==> config.mk <==
export PLATFORM = sky130hd
export DESIGN_NAME = fcfs_round_robin_task_scheduler
export DESIGN_NICKNAME = d
export VERILOG_FILES = /design/src/design/frrts_pkg.sv /design/src/design/frrts_ctrl.sv /design/src/design/frrts_dpath.sv /design/src/design/fcfs_round_robin_task_scheduler.sv
export SDC_FILE = /design/constraint.sdc
export NUM_CORES = 2
export LEC_CHECK = 0
export BUFFER_PORTS_ARGS = -buffer_cell sky130_fd_sc_hd__buf_4
export CAP_MARGIN = 20
export CORE_MARGIN = 5
export CORE_UTILIZATION = 45
export CTS_CLUSTER_SIZE = 8
export DETAILED_ROUTE_END_ITERATION = 6
export PLACE_DENSITY = 0.65
export REMOVE_ABC_BUFFERS = 1
export SYNTH_ARGS = -nofsm -noshare
export SYNTH_HDL_FRONTEND = slang
export SYNTH_SLANG_ARGS = --single-unit
==> constraint.sdc <==
create_clock -name i_clk -period 5.3 [get_ports i_clk]
set_input_delay 1.06 -clock i_clk [delete_from_list [all_inputs] [get_ports i_clk]]
set_output_delay 1.06 -clock i_clk [all_outputs]
set_load 0.05 [all_outputs]
==> src/design/frrts_pkg.sv <==
// Package for the round-robin / first-come-first-served task scheduler.
// Holds the request and result types, command codes, register indexes and
// the controller-to-datapath command and status structs. No dependencies.
package frrts_pkg;

    localparam int WAIT_DEPTH_DEF = 16;
    localparam int STAMP_W        = 32;
    localparam int ID_W           = 8;
    localparam int LEN_W          = 16;
    localparam int SLICE_W        = 8;
    localparam int CFG_IDX_W      = 1;
    localparam int CFG_DATA_W     = 8;

    localparam logic [SLICE_W-1:0] SLICE_RESET = 8'd5;

    localparam logic CMD_ARRIVE = 1'b0;
    localparam logic CMD_TICK   = 1'b1;

    localparam logic [CFG_IDX_W-1:0] REG_SCHED_MODE  = 1'b0;
    localparam logic [CFG_IDX_W-1:0] REG_SLICE_TICKS = 1'b1;

    typedef struct packed {
        logic             cmd;
        logic [ID_W-1:0]  task_id;
        logic [LEN_W-1:0] task_length;
    } t_in;

    typedef struct packed {
        logic [ID_W-1:0]    running_id;
        logic [LEN_W-1:0]   running_left;
        logic [SLICE_W-1:0] slice_left;
        logic               dropped;
        logic               all_done;
    } t_out;

    typedef struct packed {
        logic latch;       // take the incoming request, clear the scan
        logic scan_issue;  // read the next slot of the wait table
        logic fetch;       // read the slot chosen by the scan
        logic apply;       // update table and processor state
        logic out_load;    // load the result register
    } t_dp_cmd;

    typedef struct packed {
        logic need_scan;
        logic scan_last;
    } t_dp_sts;

    typedef enum logic [5:0] {
        S_IDLE  = 6'b000001,
        S_SCAN  = 6'b000010,
        S_DRAIN = 6'b000100,
        S_FETCH = 6'b001000,
        S_APPLY = 6'b010000,
        S_DONE  = 6'b100000
    } t_state;

endpackage

==> src/design/frrts_ctrl.sv <==
// Controller state machine of the task scheduler.
// Sequences the table scan, fetch, update and result hand-off.
// Depends on frrts_pkg.
module frrts_ctrl (
    input  logic              i_clk,
    input  logic              i_rst_n,
    input  logic              i_in_valid,
    output logic              o_in_stall,
    output logic              o_out_valid,
    input  logic              i_out_stall,
    input  frrts_pkg::t_dp_sts i_sts,
    output frrts_pkg::t_dp_cmd o_cmd
);

    frrts_pkg::t_state r_state, n_state;
    logic r_out_vld, n_out_vld;

    always_comb begin
        n_state = r_state;
        o_cmd   = '0;
        unique case (r_state)
            frrts_pkg::S_IDLE: begin
                if (i_in_valid) begin
                    o_cmd.latch = 1'b1;
                    n_state = i_sts.need_scan ? frrts_pkg::S_SCAN : frrts_pkg::S_APPLY;
                end
            end
            frrts_pkg::S_SCAN: begin
                o_cmd.scan_issue = 1'b1;
                if (i_sts.scan_last) begin
                    n_state = frrts_pkg::S_DRAIN;
                end
            end
            frrts_pkg::S_DRAIN: begin
                n_state = frrts_pkg::S_FETCH;
            end
            frrts_pkg::S_FETCH: begin
                o_cmd.fetch = 1'b1;
                n_state = frrts_pkg::S_APPLY;
            end
            frrts_pkg::S_APPLY: begin
                o_cmd.apply = 1'b1;
                n_state = frrts_pkg::S_DONE;
            end
            frrts_pkg::S_DONE: begin
                // The result register must be empty or emptying this cycle.
                if (!r_out_vld || !i_out_stall) begin
                    o_cmd.out_load = 1'b1;
                    n_state = frrts_pkg::S_IDLE;
                end
            end
            default: begin
                n_state = frrts_pkg::S_IDLE;
            end
        endcase
        n_out_vld = o_cmd.out_load ? 1'b1 : (r_out_vld && i_out_stall);
    end

    always_ff @(posedge i_clk) begin
        if (!i_rst_n) begin
            r_state   <= frrts_pkg::S_IDLE;
            r_out_vld <= 1'b0;
        end else begin
            r_state   <= n_state;
            r_out_vld <= n_out_vld;
        end
    end

    assign o_in_stall  = (r_state != frrts_pkg::S_IDLE);
    assign o_out_valid = r_out_vld;

endmodule

==> src/design/frrts_dpath.sv <==
// Datapath of the task scheduler: configuration registers, wait table
// memories with valid bits, oldest/free slot scan and processor state.
// Depends on frrts_pkg.
module frrts_dpath #(
    parameter int WAIT_DEPTH = frrts_pkg::WAIT_DEPTH_DEF
) (
    input  logic                                i_clk,
    input  logic                                i_rst_n,
    input  logic                                i_cfg_we,
    input  logic [frrts_pkg::CFG_IDX_W-1:0]     i_cfg_idx,
    input  logic [frrts_pkg::CFG_DATA_W-1:0]    i_cfg_data,
    input  frrts_pkg::t_in                      i_in,
    input  frrts_pkg::t_dp_cmd                  i_cmd,
    output frrts_pkg::t_dp_sts                  o_sts,
    output frrts_pkg::t_out                     o_out
);

    localparam int AW = (WAIT_DEPTH > 1) ? $clog2(WAIT_DEPTH) : 1;
    localparam int CW = $clog2(WAIT_DEPTH + 1);
    localparam int IW = frrts_pkg::ID_W;
    localparam int LW = frrts_pkg::LEN_W;
    localparam int SW = frrts_pkg::SLICE_W;
    localparam int TW = frrts_pkg::STAMP_W;

    // Wait table payload
    logic [IW-1:0] mem_id    [WAIT_DEPTH];
    logic [LW-1:0] mem_len   [WAIT_DEPTH];
    logic [TW-1:0] mem_stamp [WAIT_DEPTH];

    logic                  r_mode;
    logic [SW-1:0]         r_slice_ticks;
    frrts_pkg::t_in        r_item;
    logic [TW-1:0]         r_now, n_now;
    logic [IW-1:0]         r_run_id, n_run_id;
    logic [LW-1:0]         r_run_rem, n_run_rem;
    logic [SW-1:0]         r_slice, n_slice;
    logic [WAIT_DEPTH-1:0] r_valid, n_valid;
    logic [CW-1:0]         r_vcnt, n_vcnt;
    logic                  r_drop, n_drop;

    logic [AW-1:0]         r_scan_idx;
    logic                  r_cmp_vld;
    logic [AW-1:0]         r_cmp_idx;
    logic                  r_cmp_slot_vld;
    logic                  r_best_found;
    logic [AW-1:0]         r_best_idx;
    logic [TW-1:0]         r_best_stamp;
    logic                  r_free_found;
    logic [AW-1:0]         r_free_idx;

    logic [AW-1:0]         rd_addr;
    logic [IW-1:0]         r_rd_id;
    logic [LW-1:0]         r_rd_len;
    logic [TW-1:0]         r_rd_stamp;

    logic                  wr_en;
    logic [AW-1:0]         wr_addr;
    logic [IW-1:0]         wr_id;
    logic [LW-1:0]         wr_len;
    logic [TW-1:0]         wr_stamp;

    logic [SW-1:0]         slice_load;
    logic [LW-1:0]         rem_dec;
    frrts_pkg::t_out       n_out;
    frrts_pkg::t_out       r_out;

    assign slice_load = (r_slice_ticks == '0) ? SW'(1) : r_slice_ticks;
    assign rem_dec    = (r_run_rem != '0) ? (r_run_rem - LW'(1)) : r_run_rem;

    // Status is taken from the incoming request while the block is idle.
    always_comb begin
        if (i_in.cmd == frrts_pkg::CMD_ARRIVE) begin
            o_sts.need_scan = (i_in.task_id != '0) && (i_in.task_length != '0);
        end else begin
            o_sts.need_scan = (r_run_id == '0) || (r_mode && (r_slice == '0));
        end
        o_sts.scan_last = (r_scan_idx == AW'(WAIT_DEPTH - 1));
    end

    // Configuration registers
    always_ff @(posedge i_clk) begin
        if (!i_rst_n) begin
            r_mode        <= 1'b0;
            r_slice_ticks <= frrts_pkg::SLICE_RESET;
        end else if (i_cfg_we) begin
            unique case (i_cfg_idx)
                frrts_pkg::REG_SCHED_MODE:  r_mode        <= i_cfg_data[0];
                frrts_pkg::REG_SLICE_TICKS: r_slice_ticks <= i_cfg_data[SW-1:0];
                default: ;
            endcase
        end
    end

    // Table update and processor state for one request
    always_comb begin
        n_now     = r_now;
        n_run_id  = r_run_id;
        n_run_rem = r_run_rem;
        n_slice   = r_slice;
        n_valid   = r_valid;
        n_vcnt    = r_vcnt;
        n_drop    = r_drop;
        wr_en     = 1'b0;
        wr_addr   = r_free_idx;
        wr_id     = r_item.task_id;
        wr_len    = r_item.task_length;
        wr_stamp  = r_now;
        if (i_cmd.latch) begin
            n_drop = 1'b0;
        end else if (i_cmd.apply) begin
            if (r_item.cmd == frrts_pkg::CMD_ARRIVE) begin
                if ((r_item.task_id != '0) && (r_item.task_length != '0)) begin
                    if (r_free_found) begin
                        wr_en            = 1'b1;
                        n_valid[r_free_idx] = 1'b1;
                        n_vcnt           = r_vcnt + CW'(1);
                    end else begin
                        n_drop = 1'b1;
                    end
                end
            end else begin
                n_now = r_now + TW'(1);
                if (r_run_id == '0) begin
                    if (r_best_found) begin
                        n_run_id            = r_rd_id;
                        n_run_rem           = r_rd_len;
                        n_valid[r_best_idx] = 1'b0;
                        n_vcnt              = r_vcnt - CW'(1);
                    end
                    if (r_mode) begin
                        n_slice = slice_load;
                    end
                end else if (r_mode && (r_slice == '0)) begin
                    n_slice = slice_load;
                    // The preempted task takes over the slot that the dispatched task frees.
                    if (r_best_found) begin
                        wr_en     = 1'b1;
                        wr_addr   = r_best_idx;
                        wr_id     = r_run_id;
                        wr_len    = r_run_rem;
                        wr_stamp  = r_now + TW'(1);
                        n_run_id  = r_rd_id;
                        n_run_rem = r_rd_len;
                    end
                end else begin
                    n_run_rem = rem_dec;
                    if (r_mode && (r_slice != '0)) begin
                        n_slice = r_slice - SW'(1);
                    end
                    if (rem_dec == '0) begin
                        n_run_id = '0;
                    end
                end
            end
        end
    end

    always_ff @(posedge i_clk) begin
        if (!i_rst_n) begin
            r_now     <= '0;
            r_run_id  <= '0;
            r_run_rem <= '0;
            r_slice   <= frrts_pkg::SLICE_RESET;
            r_valid   <= '0;
            r_vcnt    <= '0;
            r_drop    <= 1'b0;
        end else begin
            r_now     <= n_now;
            r_run_id  <= n_run_id;
            r_run_rem <= n_run_rem;
            r_slice   <= n_slice;
            r_valid   <= n_valid;
            r_vcnt    <= n_vcnt;
            r_drop    <= n_drop;
        end
    end

    // Scan: one slot read per cycle, each compared in the cycle after its read.
    always_ff @(posedge i_clk) begin
        if (!i_rst_n) begin
            r_scan_idx   <= '0;
            r_cmp_vld    <= 1'b0;
            r_best_found <= 1'b0;
            r_free_found <= 1'b0;
        end else begin
            r_cmp_vld <= i_cmd.scan_issue;
            if (i_cmd.latch) begin
                r_scan_idx   <= '0;
                r_best_found <= 1'b0;
                r_free_found <= 1'b0;
            end else begin
                if (i_cmd.scan_issue) begin
                    r_scan_idx <= r_scan_idx + AW'(1);
                end
                if (r_cmp_vld) begin
                    if (r_cmp_slot_vld &&
                        (!r_best_found || (r_rd_stamp < r_best_stamp))) begin
                        r_best_found <= 1'b1;
                    end
                    if (!r_cmp_slot_vld) begin
                        r_free_found <= 1'b1;
                    end
                end
            end
        end
    end

    always_ff @(posedge i_clk) begin
        if (i_cmd.latch) begin
            r_item <= i_in;
        end
        r_cmp_idx      <= r_scan_idx;
        r_cmp_slot_vld <= r_valid[r_scan_idx];
        if (r_cmp_vld) begin
            // Strict compare keeps the lowest index among equal stamps.
            if (r_cmp_slot_vld && (!r_best_found || (r_rd_stamp < r_best_stamp))) begin
                r_best_idx   <= r_cmp_idx;
                r_best_stamp <= r_rd_stamp;
            end
            if (!r_cmp_slot_vld && !r_free_found) begin
                r_free_idx <= r_cmp_idx;
            end
        end
    end

    // Wait table memories: one write and one registered read per cycle.
    assign rd_addr = i_cmd.fetch ? r_best_idx : r_scan_idx;

    always_ff @(posedge i_clk) begin
        if (wr_en) begin
            mem_id[wr_addr]    <= wr_id;
            mem_len[wr_addr]   <= wr_len;
            mem_stamp[wr_addr] <= wr_stamp;
        end
        r_rd_id    <= mem_id[rd_addr];
        r_rd_len   <= mem_len[rd_addr];
        r_rd_stamp <= mem_stamp[rd_addr];
    end

    // Result register
    always_comb begin
        n_out.running_id   = r_run_id;
        n_out.running_left = (r_run_id != '0) ? r_run_rem : '0;
        n_out.slice_left   = r_mode ? r_slice : '0;
        n_out.dropped      = r_drop;
        n_out.all_done     = (r_run_id == '0) && (r_vcnt == '0);
    end

    always_ff @(posedge i_clk) begin
        if (i_cmd.out_load) begin
            r_out <= n_out;
        end
    end

    assign o_out = r_out;

endmodule

==> src/design/fcfs_round_robin_task_scheduler.sv <==
// Top level of the first-come-first-served / round-robin task scheduler.
// Joins the controller and the datapath. Depends on frrts_pkg, frrts_ctrl
// and frrts_dpath.
//
// Usage: requests come in on i_in (arrive or tick) with i_in_valid and are
// taken when o_in_stall is low. Every request gives exactly one result on
// o_out with o_out_valid, taken when i_out_stall is low. The configuration
// port writes sched_mode (index 0) and slice_ticks (index 1) whenever
// i_cfg_we is high; it is to be written only while no request is in flight.
// Flow: an arrival with a non-zero id and length, and a tick that must
// dispatch or preempt, scan the whole wait table one slot per cycle through
// the single read port of the table memory, then pass the drain, fetch,
// apply and done states. Ticks that only count down and arrivals that are
// ignored go from idle straight to apply and done. One request is worked
// on at a time; the next is taken in the cycle after the result is loaded.
// A single result register sits on the output: while the receiver stalls,
// the block still takes and works on one more request, then holds until
// the register is free. Reset (synchronous, active low) empties the wait
// table, idles the processor, sets time to zero and the slice to five.
module fcfs_round_robin_task_scheduler #(
    parameter int WAIT_DEPTH = frrts_pkg::WAIT_DEPTH_DEF
) (
    input  logic                             i_clk,
    input  logic                             i_rst_n,
    input  logic                             i_cfg_we,
    input  logic [frrts_pkg::CFG_IDX_W-1:0]  i_cfg_idx,
    input  logic [frrts_pkg::CFG_DATA_W-1:0] i_cfg_data,
    input  logic                             i_in_valid,
    output logic                             o_in_stall,
    input  frrts_pkg::t_in                   i_in,
    output logic                             o_out_valid,
    input  logic                             i_out_stall,
    output frrts_pkg::t_out                  o_out
);

    frrts_pkg::t_dp_cmd dp_cmd;
    frrts_pkg::t_dp_sts dp_sts;

    frrts_ctrl u_ctrl (
        .i_clk       (i_clk),
        .i_rst_n     (i_rst_n),
        .i_in_valid  (i_in_valid),
        .o_in_stall  (o_in_stall),
        .o_out_valid (o_out_valid),
        .i_out_stall (i_out_stall),
        .i_sts       (dp_sts),
        .o_cmd       (dp_cmd)
    );

    frrts_dpath #(
        .WAIT_DEPTH (WAIT_DEPTH)
    ) u_dpath (
        .i_clk      (i_clk),
        .i_rst_n    (i_rst_n),
        .i_cfg_we   (i_cfg_we),
        .i_cfg_idx  (i_cfg_idx),
        .i_cfg_data (i_cfg_data),
        .i_in       (i_in),
        .i_cmd      (dp_cmd),
        .o_sts      (dp_sts),
        .o_out      (o_out)
    );

endmodule
==> metrics.txt <==
status finished, final reports clean; fin worst setup slack 1.12 ns; initial drt markers 3207; Req. time, crit path approximately 5.7 ns; Pleak 19.5 nW; Storage cell area 0.0333 mm²; Layout area overhead 15.6%; Worst Skew between 0.02 and 0.03 ns; Slew Viols, Final 0; final instance area approximately 0.054 mm²; RSZ-0062 raised after global routing no; Crit Path Max Fanout 23; cts hold-fix bufs 0; GRT overflow 0; slowest cell on the critical path nor2_4; Vias/cell 6.00; crit-path cells inv_1 > ha_1 > nor3b_1 > nand4b_1 > nor4_4 > mux2i_1 > nand3_1 > nor2_4 > buf_4; Peak VDD IR 0.000350 V; core area 0.104 mm²; Num CTS Buffers 163; worst hold path type flip-flop to flip-flop; worst skew pair latency around 0.76 ns; Setup WS pre-CTS 1.12 ns; dpl cells 4690; Max-cap violations 0; max incr delay on CP 0.65 ns; fmax 239 MHz; Clock Root Buffer clkbuf_16; Mapped Avg Cell Area 13.9 µm²; setup bufs post-CTS 0; # H-tree levels 4; share of cells above drive strength 1 11.7%; top_reg_cell synth edfxtp_1; Hold Fails Final Rpt 0; I/O pin count 75; worst reg-to-reg setup slack 1.12 ns; YS warnings 0; Pwr Total 0.0202 W; largest area contributor in the netlist edfxtp_1; setup TNS 0 ns; most common library cells after synthesis 995 x edfxtp_1, 395 x nand2_1, 243 x and3_1, 235 x a211oi_1, 184 x clkbuf_1; Final setup viols 0; multi-input logic area between 0.01 and 0.015 mm²; post-route insts no fill 4974; Layout Nets 3557; CTS sink count 1165; vias approximately 30k; dpl cell area 0.0497 mm²; Synth Instances between 3k and 4k; CTS Buffer Depth 3; n_diodes 0; placed wire-length estimate around 74000 µm; global-route wire length before repair between 150000 and 200000 µm; count leader, synth edfxtp_1; async set-or-reset flop fraction in the synthesized netlist 0%; pwr/cell area 371 mW/mm²; Worst-Margin Slew 1.14 ns; CTS tree built; Die Ht 334 µm; worst setup path class flip-flop to flip-flop; post-cts resize count 0; register area share after synthesis between 70% and 80%; number of antenna violations at the first check in global routing 5; largest net degree at the start of global routing 172; Rows ~120; Total GRT Usage 22.1%; critical path arrival 4.59 ns; remaining antenna violation count after routing 0; initial cell density of the core about 45%; vias in the first global route 28.9k; Post-synth EDFFs 995; synthesized area between 0.04 and 0.05 mm²; startpoint class of the critical path flip-flop; fill count around 8.5k; Die W 334 µm; port bufs 74; die area 0.111 mm²; CP Capture Type flip-flop; unique cell type count in the Yosys netlist 66; post-synth top area share 63.4%; fin crit share 78.8%; DR WL/cell about 25 µm; DR pass1 iterations 5; ranking of synthesized cells by area edfxtp_1 63%, dfxtp_1 7.2%, a211oi_1 3.7%; Worst-path clk slew approximately 0.050 ns; final worst path period need 4.18 ns; Slew HR about a quarter; Yosys reg bits ~1.2k; WL final between 100000 and 150000 µm; DRC 0; Placer Congestion 0.839
cells by family after synthesis:
logic type                 count (synthesis)  synth area share (%)
xor gates and xnor gates                  70                  1.30
DFF                                     1165                  70.6
AOI/OAI and AO/OA                        724                  11.5
muxes                                    124                  2.78
adders and majority gates                 40                  1.08
and+or+nand+nor                          967                  10.2
buffers and inverters                    297                  2.57
where the power goes:
part	internal, W	switching (W)
Combinational	0.000159	0.000406
Clock	0.00577	0.00381
Sequential	0.0100	0.0000485
Total	0.0160	0.00427
final timing paths:
kind                              startpoint                           endpoint  cells after the start
max          u_dpath.r_slice[0]$_SDFFE_PN1P_  u_dpath.mem_stamp[4][3]$_DFFE_PP_                      9
min reg2reg     u_dpath.r_cmp_idx[3]$_DFF_P_    u_dpath.r_free_idx[3]$_DFFE_PP_                      0
max reg2reg  u_dpath.r_slice[0]$_SDFFE_PN1P_  u_dpath.mem_stamp[4][3]$_DFFE_PP_                      9
min             u_dpath.r_cmp_idx[3]$_DFF_P_    u_dpath.r_free_idx[3]$_DFFE_PP_                      0
per-stage QoR:
step	hold slack [ns]	util, %
2_1_floorplan	0.388	-
3_3_place_gp	0.409	47.9
3_5_place_dp	0.416	47.9
4_1_cts	0.425	52.4
5_1_grt	0.443	52.5
6_report	0.427	52.5
state kept, by name (all words and copies together) (netlist names), 25 cells and up:
signal	count
u_dpath.mem_stamp	512
u_dpath.mem_id	128
u_dpath.r_rd_stamp	32
u_dpath.o_out	34
u_dpath.r_best_stamp	32
u_dpath.r_now	32
u_dpath.r_item	25
u_dpath.mem_len	256
final cells by class:
class,count,share of cell area (%)
clock buffer,268,8.25
clock inverter,13,0.436
sequential,1165,61.1
inverter,52,0.358
timing repair buffer,171,2.81
multi-input combinational,1925,23.9
tap,1380,3.17
critical path, delay by kind of cell (launching register included):
kind	cells	cell delay, ns
fa+ha+maj	1	0.20
simple gates	5	2.44
buf+inv	2	0.52
flops	1	0.36
mux	1	0.29
metal layers:
metal	share of wire, %	vias to the layer above	track usage [%]	routed length, µm
met2	46	1228	34.1	58200
li1	-	13500	-	-
met1	43	15000	31.1	53800
met3	8.8	186	5.90	11200
met5	0.025	-	0	31
met4	2.5	4	6.27	3110
cells in the final DEF (no fill, tap or decap), types with 13 or more instances in the layout:
cell / netlist / routed
clkbuf_16: 0 / 164
and3_1: 243 / 243
a211oi_1: 235 / 235
edfxtp_1: 995 / 995
nor2_1: 111 / 95
a2111oi_0: 115 / 115
buf_4: 10 / 151
dfxtp_1: 170 / 170
xor2_1: 35 / 29
nand2_1: 395 / 392
buf_12: 0 / 17
nor3_1: 34 / 33
a311oi_1: 59 / 59
clkbuf_1: 184 / 104
inv_1: 52 / 51
a21oi_1: 68 / 66
nor4_1: 24 / 23
ha_1: 39 / 39
mux2i_1: 116 / 116
nor2_4: 0 / 15
o21ai_0: 45 / 45
nand4_1: 23 / 23
xnor2_1: 35 / 23
and2_1: 33 / 31
o211ai_1: 24 / 24
a31oi_1: 69 / 69
nand3_1: 37 / 36
a211o_1: 56 / 56
or3_1: 13 / 13
(Power assumes the default switching activity.)
